$ cat src/rtl/fpc_pkg.sv
// Package holding the shared types and codes of the frustum plane culling core.
`timescale 1ns / 1ps
package fpc_pkg;

    // Item kinds on the input channel.
    localparam logic [2:0] KIND_LOAD    = 3'd0;
    localparam logic [2:0] KIND_COMPUTE = 3'd1;
    localparam logic [2:0] KIND_POINT   = 3'd2;
    localparam logic [2:0] KIND_SPHERE  = 3'd3;
    localparam logic [2:0] KIND_BOX     = 3'd4;

    // Answer kinds on the output channel.
    localparam logic ANS_PLANES = 1'b0;
    localparam logic ANS_TEST   = 1'b1;

    // Number of frustum planes and index of the last one.
    localparam int unsigned PLANE_COUNT = 6;
    localparam logic [2:0]  LAST_PLANE  = 3'd5;

    // Sequencer states.
    typedef enum logic [3:0] {
        S_IDLE,
        S_CRA,
        S_CRB,
        S_CADD,
        S_CSQ,
        S_CSTART,
        S_CSQRT,
        S_CDS,
        S_CDIV,
        S_CWR,
        S_TRA,
        S_TRD,
        S_TMUL,
        S_TCHK,
        S_DONE
    } t_state;

    // Request to the serial square root and divide unit.
    typedef struct packed {
        logic start;
        logic is_div;
    } t_su_req;

endpackage

$ cat src/rtl/fpc_serial_unit.sv
// Bit-serial integer square root and restoring divider, one step per cycle.
`timescale 1ns / 1ps
module fpc_serial_unit
    import fpc_pkg::*;
#(
    parameter int FRAC_BITS = 16
) (
    input  logic                    i_clk,
    input  logic                    i_rst_n,
    input  t_su_req                 i_req,
    input  logic [63:0]             i_operand,
    input  logic [31:0]             i_divisor,
    output logic                    o_done,
    output logic [32+FRAC_BITS-1:0] o_result
);

    localparam int NW = 32 + FRAC_BITS;
    localparam int CW = $clog2(NW + 1);

    logic          r_busy;
    logic          r_done;
    logic          r_is_div;
    logic [CW-1:0] r_cnt;
    logic [63:0]   r_n;
    logic [63:0]   r_root;
    logic [63:0]   r_bit;
    logic [31:0]   r_den;
    logic [32:0]   r_rem;
    logic [NW-1:0] r_quo;

    logic [63:0]   trial;
    logic [32:0]   rem_sh;

    assign trial  = r_root + r_bit;
    assign rem_sh = {r_rem[31:0], r_n[NW-1]};

    // Control: busy flag, step counter and completion pulse.
    always_ff @(posedge i_clk) begin
        if (!i_rst_n) begin
            r_busy <= 1'b0;
            r_done <= 1'b0;
            r_cnt  <= '0;
        end else begin
            r_done <= 1'b0;
            if (i_req.start) begin
                r_busy <= 1'b1;
                r_cnt  <= i_req.is_div ? CW'(NW) : CW'(32);
            end else if (r_busy) begin
                r_cnt <= r_cnt - 1'b1;
                if (r_cnt == CW'(1)) begin
                    r_busy <= 1'b0;
                    r_done <= 1'b1;
                end
            end
        end
    end

    // Datapath: one root or quotient bit per cycle.
    always_ff @(posedge i_clk) begin
        if (i_req.start) begin
            r_is_div <= i_req.is_div;
            r_n      <= i_operand;
            r_root   <= '0;
            r_bit    <= 64'h4000_0000_0000_0000;
            r_den    <= i_divisor;
            r_rem    <= '0;
            r_quo    <= '0;
        end else if (r_busy) begin
            if (r_is_div) begin
                r_n <= {r_n[62:0], 1'b0};
                if (rem_sh >= {1'b0, r_den}) begin
                    r_rem <= rem_sh - {1'b0, r_den};
                    r_quo <= {r_quo[NW-2:0], 1'b1};
                end else begin
                    r_rem <= rem_sh;
                    r_quo <= {r_quo[NW-2:0], 1'b0};
                end
            end else begin
                if (r_n >= trial) begin
                    r_n    <= r_n - trial;
                    r_root <= (r_root >> 1) + r_bit;
                end else begin
                    r_root <= r_root >> 1;
                end
                r_bit <= r_bit >> 2;
            end
        end
    end

    assign o_done   = r_done;
    assign o_result = r_is_div ? r_quo : {{(NW-32){1'b0}}, r_root[31:0]};

endmodule

$ cat config.mk
export PLATFORM = sky130hd
export DESIGN_NAME = fpc_serial_unit
export DESIGN_NICKNAME = d
export VERILOG_FILES = /design/src/rtl/fpc_pkg.sv /design/src/rtl/fpc_serial_unit.sv
export SDC_FILE = /design/constraint.sdc
export NUM_CORES = 1
export LEC_CHECK = 0
export ABC_AREA = 1
export BUFFER_PORTS_ARGS = -buffer_cell sky130_fd_sc_hd__buf_2
export CAP_MARGIN = 20
export CORE_UTILIZATION = 45
export DETAILED_ROUTE_END_ITERATION = 6
export PLACE_DENSITY_LB_ADDON = 0.3
export SLEW_MARGIN = 10
export SYNTH_ARGS = -nofsm -noshare
export SYNTH_HDL_FRONTEND = slang
export SYNTH_SLANG_ARGS = --single-unit
$ cat constraint.sdc
create_clock -name i_clk -period 6.2 [get_ports i_clk]
set_input_delay 0.93 -clock i_clk [delete_from_list [all_inputs] [get_ports i_clk]]
set_output_delay 0.93 -clock i_clk [all_outputs]
set_load 0.005 [all_outputs]
==> results of run 1 <==
==> metrics by stage <==
step / total power, mW / hold slack, ns / area [µm²]
floorplan: 4.36 / 0.436 / 27200
global placement: 5.16 / 0.447 / 28500
detailed placement: 5.17 / 0.453 / 28500
CTS: 7.38 / 0.462 / 29800
global route: 7.86 / 0.488 / 29800
finish: 7.41 / 0.465 / 29800
==> logic make-up (layout without fill, tap and decap cells) <==
kind of cell,after synthesis,after routing,synth area share [%]
compound gates,792,792,15.5
xor+xnor,126,126,4.06
fa+ha+maj,166,166,7.69
buf+inv,809,920,11.6
flops,281,281,24.3
simple gates,2475,2475,36.9
==> cells in the mapped netlist (2+ instances only) <==
library cell | count | area [µm²]
clkbuf_2 | 3 | 15.0
inv_2 | 14 | 52.6
xor2_1 | 80 | 701
nand3_1 | 290 | 1450
nand2_4 | 2 | 22.5
nor2_1 | 609 | 2290
a21o_1 | 14 | 105
a21oi_1 | 319 | 1600
or2_2 | 4 | 25.0
a21boi_2 | 2 | 22.5
buf_8 | 3 | 45.0
nor4_1 | 9 | 56.3
edfxtp_1 | 97 | 2910
o21ai_0 | 350 | 1750
xnor2_1 | 46 | 403
clkbuf_1 | 91 | 342
o21ai_1 | 19 | 95.1
buf_1 | 4 | 15.0
ha_1 | 164 | 2050
a31oi_1 | 14 | 87.6
nor3_1 | 55 | 275
buf_6 | 6 | 67.6
nand4_1 | 38 | 238
a211oi_1 | 21 | 158
a21boi_0 | 2 | 15.0
o211ai_1 | 11 | 82.6
o21bai_1 | 23 | 173
fa_1 | 2 | 40.0
o21a_1 | 9 | 67.6
nand2_2 | 17 | 106
nor3_2 | 3 | 30.0
nand3b_1 | 15 | 113
dfxtp_1 | 184 | 3680
and2_1 | 2 | 12.5
inv_1 | 671 | 2520
buf_2 | 16 | 80.1
nor2_2 | 10 | 62.6
nand2_1 | 1416 | 5320
==> power breakdown <==
group          switching [mW]  total (mW)  internal [mW]  leakage, nW
combinational            1.94        2.88          0.946         11.0
sequential              0.204        2.33           2.13         2.47
clock                   0.917        2.20           1.28        0.597
total                    3.06        7.41           4.36         14.1
==> layer usage <==
layer	share of wire (%)	wire, µm	vias to the layer above
li1	-	-	15064
met1	44	44100	13731
met2	46	46100	1077
met3	6.5	6530	197
met4	4.1	4100	0
met5	0	0	-
==> area by class of cell <==
cell class,instances,area [µm²]
fillers,6467,29600
multi-input cells,3559,17500
flip-flops and latches,281,6600
inverters,685,2570
clock buffers,47,1000
well taps,773,967
repair buffers,169,932
clock inverters,19,223
==> worst max-delay path, stage by stage, from the launching register on <==
cell      delay [ns]
dfxtp_1         0.41
ha_1            0.39
nand2_1         0.10
o21ai_1         0.36
o21bai_1        0.17
nor2_1          0.10
o21ai_1         0.39
nand2_1         0.13
nand2_1         0.27
xor2_1          0.17
ha_1            0.42
nand2_1         0.13
nor2_2          0.17
nand2_1         0.16
nor2_2          0.17
nand4_1         0.19
nand3_2         0.17
nand2_4         0.23
nand2_4         0.26
o22ai_1         0.11
inv_2           0.09
buf_12          0.30
==> registers in the layout, indices dropped and copies added (netlist names) <==
register  cells
o_done        1
r_is_div      1
r_quo        48
r_rem        32
r_root       64
r_busy        1
r_bit        32
r_cnt         6
r_n          64
r_den        32
==> worst paths after layout <==
kind,startpoint,to,slack (ns),cells after the start
hold reg to reg,r_quo[1]$_SDFFE_PP0P_,r_quo[1]$_SDFFE_PP0P_,0.46,2
setup / recovery,r_root[12]$_SDFFE_PP0P_,r_n[63]$_DFFE_PP_,0.85,21
setup reg to reg,r_root[12]$_SDFFE_PP0P_,r_n[63]$_DFFE_PP_,0.85,21
hold / removal,r_quo[1]$_SDFFE_PP0P_,r_quo[1]$_SDFFE_PP0P_,0.46,2
==> flow_metrics.tcl, run 1 <==
set metrics [dict create \
    status "complete, no violations" \
    synth_seq_area_share_pct 24.3 \
    cts_tree "done" \
    power_density_nw_per_um2 249 \
    cts_hold_buf 0 \
    drc 0 \
    final_cell_mix "1415 x nand2_1, 668 x inv_1, 608 x nor2_1, 350 x o21ai_0, 319 x a21oi_1" \
    use_met2_pct 54.0 \
    rows 89 \
    antenna_left 0 \
    numPortBuffers 148 \
    antenna_cells 0 \
    grtUsageMet3_pct 3.59 \
    worstPathRequired_ns 6.42 \
    tightest_slew_ns 1.02 \
    fin_nets 4998 \
    synth-edff-count 97 \
    clkSinkCount 281 \
    clk_latency_ns 0.58 \
    clock_skew_ns 0.0210 \
    cts-htree-levels 2 \
    finalCriticalPeriod_ns 5.35 \
    maxSlewViolCount 0 \
    drive_gt1_share_pct 6.09 \
    vias 30069 \
    final_common_cell "nand2_1" \
    area_delta_synth_final_pct 9.44 \
    gr-total-overflow 0 \
    syn-num-nets 4915 \
    dp.cells 5467 \
    start_kind "flip-flop" \
    critPathKind "reg -> reg" \
    grt_max_degree 88 \
    grt_pass1_wl_um 154000 \
    dr.pass1.iters 6 \
    gp_congestion 1.04 \
    finalCritPeriodShare_pct 86.3 \
    power.leakage_nw 14.1 \
    cts_buffer_depth 3 \
    antenna_found_initial 0 \
    rsz0062_at_grt "no" \
    place_ws_ns 0.956 \
    start_util_pct 45.8 \
    syn-cell-area_um2 27200 \
    io_pins 149 \
    die_height_um 248 \
    cp_max_fo 64 \
    dp_hpwl_um 81000 \
    grt_util_met1_pct 42.7 \
    drt_wl_total_um 101000 \
    setup_tns_ns 0 \
    cts.clk_slew.worst_paths_ns 0.06 \
    dieArea_um2 61400 \
    cts.root.buffer_cell "clkbuf_16" \
    final_cells 5533 \
    grtUsageTotal_pct 32.4 \
    die_w_um 248 \
    worst-endpoint-arrival_ns 5.57 \
    ys_ff_latch 281 \
    peakVddDrop_mv 0.213 \
    cts-resized-gates 0 \
    drt_iter0_markers 2625 \
    final_core_util_pct 50.1 \
    cts_setup_buffers 0 \
    top_usage_layer "met2" \
    synth_cell_types 52 \
    hold_viol 0 \
    syn_inst 4649 \
    coreArea_um2 59400 \
    synthArstFlopShare_pct 0 \
    slew_headroom_pct 32.3 \
    drv_cap 0 \
    synth_warnings 0 \
    ys.flop_type "dfxtp_1" \
    grt_pass1_vias 27868 \
    timing.final.ws_setup_ns 0.847 \
    vias_per_cell 5.43 \
    synth_area_per_cell_um2 5.85 \
    cts_made_buffers 36 \
    hold_path.class "reg -> reg" \
    fmax_mhz 187 \
    cp-end-kind "flip-flop" \
    wl_per_cell_um 18.2 \
    setup_violations 0 \
]
No activity file was read; power rests on OpenSTA's default activity.
==> run 2, diff against run 1 <==
--- a/config.mk
+++ b/config.mk
@@ -11,6 +11,8 @@
 export CORE_UTILIZATION = 45
 export DETAILED_ROUTE_END_ITERATION = 6
 export PLACE_DENSITY_LB_ADDON = 0.3
+export RECOVER_POWER = 100
+export SKIP_CTS_REPAIR_TIMING = 1
 export SLEW_MARGIN = 10
 export SYNTH_ARGS = -nofsm -noshare
 export SYNTH_HDL_FRONTEND = slang
==> run 2 against run 1 <==
The flow now finishes with violations (capacitance limit, slew limit). Routed wire length about the same. Global-route usage unchanged. Clock power hardly changed. Maximum frequency down 4.0%. Flip-flop and latch count unchanged. Clock skew is 0.0012 ns higher. Hold slack about the same. Clock-buffer cell count unchanged. Die area unchanged. Core utilization down 0.17 points. Largest power group unchanged.
==> flow_metrics.tcl, run 2 (same netlist as run 1, synthesis figures left out) <==
set metrics [dict create \
    worst-endpoint-arrival_ns 5.80 \
    regToRegStartpoint "r_root[10]$_SDFFE_PP0P_" \
    start_kind "flip-flop" \
    coreArea_um2 59400 \
    gr-total-overflow 0 \
    failed_checks "capacitance limit, slew limit" \
    grt_pass1_wl_um 154000 \
    cts-htree-levels 2 \
    finalCritPeriodShare_pct 89.9 \
    hold_path.class "reg -> reg" \
    wl_per_cell_um 18.2 \
    dr.pass1.iters 6 \
    antenna_left 0 \
    vias 29976 \
    tightest_slew_ns 2.92 \
    status "finished, violations left" \
    dp_hpwl_um 81000 \
    grt_pass1_vias 27868 \
    slew_headroom_pct -94.4 \
    r2r-end "r_n[44]$_DFFE_PP_" \
    antenna_found_initial 0 \
    drt_wl_total_um 101000 \
    power.leakage_nw 13.9 \
    critPathKind "reg -> reg" \
    die_height_um 248 \
    drv_cap 9 \
    cts_buffer_depth 3 \
    gp_congestion 1.04 \
    grt_max_degree 88 \
    clkSinkCount 281 \
    cp-end-kind "flip-flop" \
    numPortBuffers 148 \
    setup_tns_ns 0 \
    cp_max_fo 64 \
    min_to "r_quo[1]$_SDFFE_PP0P_" \
    cts_tree "done" \
    fin_nets 4998 \
    setup_violations 0 \
    rsz0062_at_grt "no" \
    area_delta_synth_final_pct 9.06 \
    final_cell_mix "1416 x nand2_1, 668 x inv_1, 610 x nor2_1, 363 x o21ai_0, 320 x a21oi_1" \
    fmax_mhz 179 \
    clock_skew_ns 0.0221 \
    start_util_pct 45.8 \
    io_pins 149 \
    r2r_cells 22 \
    min_path_cells 2 \
    grtUsageTotal_pct 32.4 \
    worstPathRequired_ns 6.42 \
    hp-start "r_quo[1]$_SDFFE_PP0P_" \
    antenna_cells 0 \
    peakVddDrop_mv 0.214 \
    cts_made_buffers 36 \
    finalCriticalPeriod_ns 5.57 \
    cts.clk_slew.worst_paths_ns 0.06 \
    final_common_cell "nand2_1" \
    rows 89 \
    final_core_util_pct 50.0 \
    hold_viol 0 \
    rrSetupSlack_ns 0.63 \
    maxSlewViolCount 526 \
    drt_iter0_markers 2570 \
    reg_top3 "r_n x64, r_root x64, r_quo x48" \
    dieArea_um2 61400 \
    clk_latency_ns 0.58 \
    drc 0 \
    vias_per_cell 5.42 \
    drive_gt1_share_pct 5.00 \
    die_w_um 248 \
    power_density_nw_per_um2 250 \
    cts.root.buffer_cell "clkbuf_16" \
]
[run 2: changes by cell type in the layout (fill, tap and decap cells not counted), sizes merged]
cell      before  now
buf          168  119
clkbuf        48   97
clkinvlp       2    5
inv          686  684
clkinv        13   12
[run 2: per-stage QoR]
step	hold WS, ns	std cells	instance area [µm²]	setup slack (ns)	power, mW
after CTS	0.462	5533	29800	0.925	7.38
after detailed placement	0.453	5467	28500	0.956	5.17
after global placement	0.447	5467	28500	0.951	5.16
after floorplan	0.436	4649	27200	1.28	4.36
final	0.464	5533	29700	0.626	7.41
after global routing	0.488	5533	29700	0.302	7.85
[run 2: power by group]
part           leakage (nW)  switching [mW]  internal (mW)  total (mW)
clock                 0.597           0.920           1.28        2.20
sequential             2.47           0.205           2.13        2.33
combinational          10.8            1.93          0.943        2.87
total                  13.9            3.05           4.35        7.41
[run 2: worst max path at each step]
stage,start,to,slack [ns],cells after the start
floorplan,r_root[12]$_SDFFE_PP0P_,r_n[0]$_DFFE_PP_,1.28,25
global placement,r_root[12]$_SDFFE_PP0P_,r_n[47]$_DFFE_PP_,0.95,21
detailed placement,r_root[12]$_SDFFE_PP0P_,r_n[45]$_DFFE_PP_,0.96,21
CTS,r_root[12]$_SDFFE_PP0P_,r_n[63]$_DFFE_PP_,0.92,21
global route,r_root[10]$_SDFFE_PP0P_,r_n[62]$_DFFE_PP_,0.30,22
finish,r_root[10]$_SDFFE_PP0P_,r_n[44]$_DFFE_PP_,0.63,22
[run 2: layer usage]
layer,track usage (%),routed length [µm],share of wire (%)
met5,0,0,0
met4,12.9,4130,4.1
met3,3.59,6700,6.6
met2,54.0,46000,46
met1,42.7,43900,44
[run 2: cell type report]
cell class / instances / area [µm²]
tap: 773 / 967
multi-input combinational: 3559 / 17400
clock inverter: 19 / 223
timing repair buffer: 169 / 852
clock buffer: 47 / 1000
inverter: 685 / 2570
sequential: 281 / 6600
fill: 6508 / 29700
[run 2: critical path: stages (launching register included)]
cell and delay (ns):
dfxtp_1 0.41, ha_1 0.42, nand2_1 0.10, o21ai_0 0.35, nor2_1 0.10, nand2_1 0.06, o21ai_0 0.16, o21ai_0 0.61
nand2_1 0.15, nand2_1 0.25, xor2_1 0.13, ha_1 0.38, nand2_1 0.12, nor2_1 0.18, nand2_1 0.17, nor2_2 0.17
nand4_1 0.20, nand3_2 0.17, nand2_4 0.23, nand2_4 0.25, o22ai_1 0.10, clkinv_1 0.11, buf_12 0.30
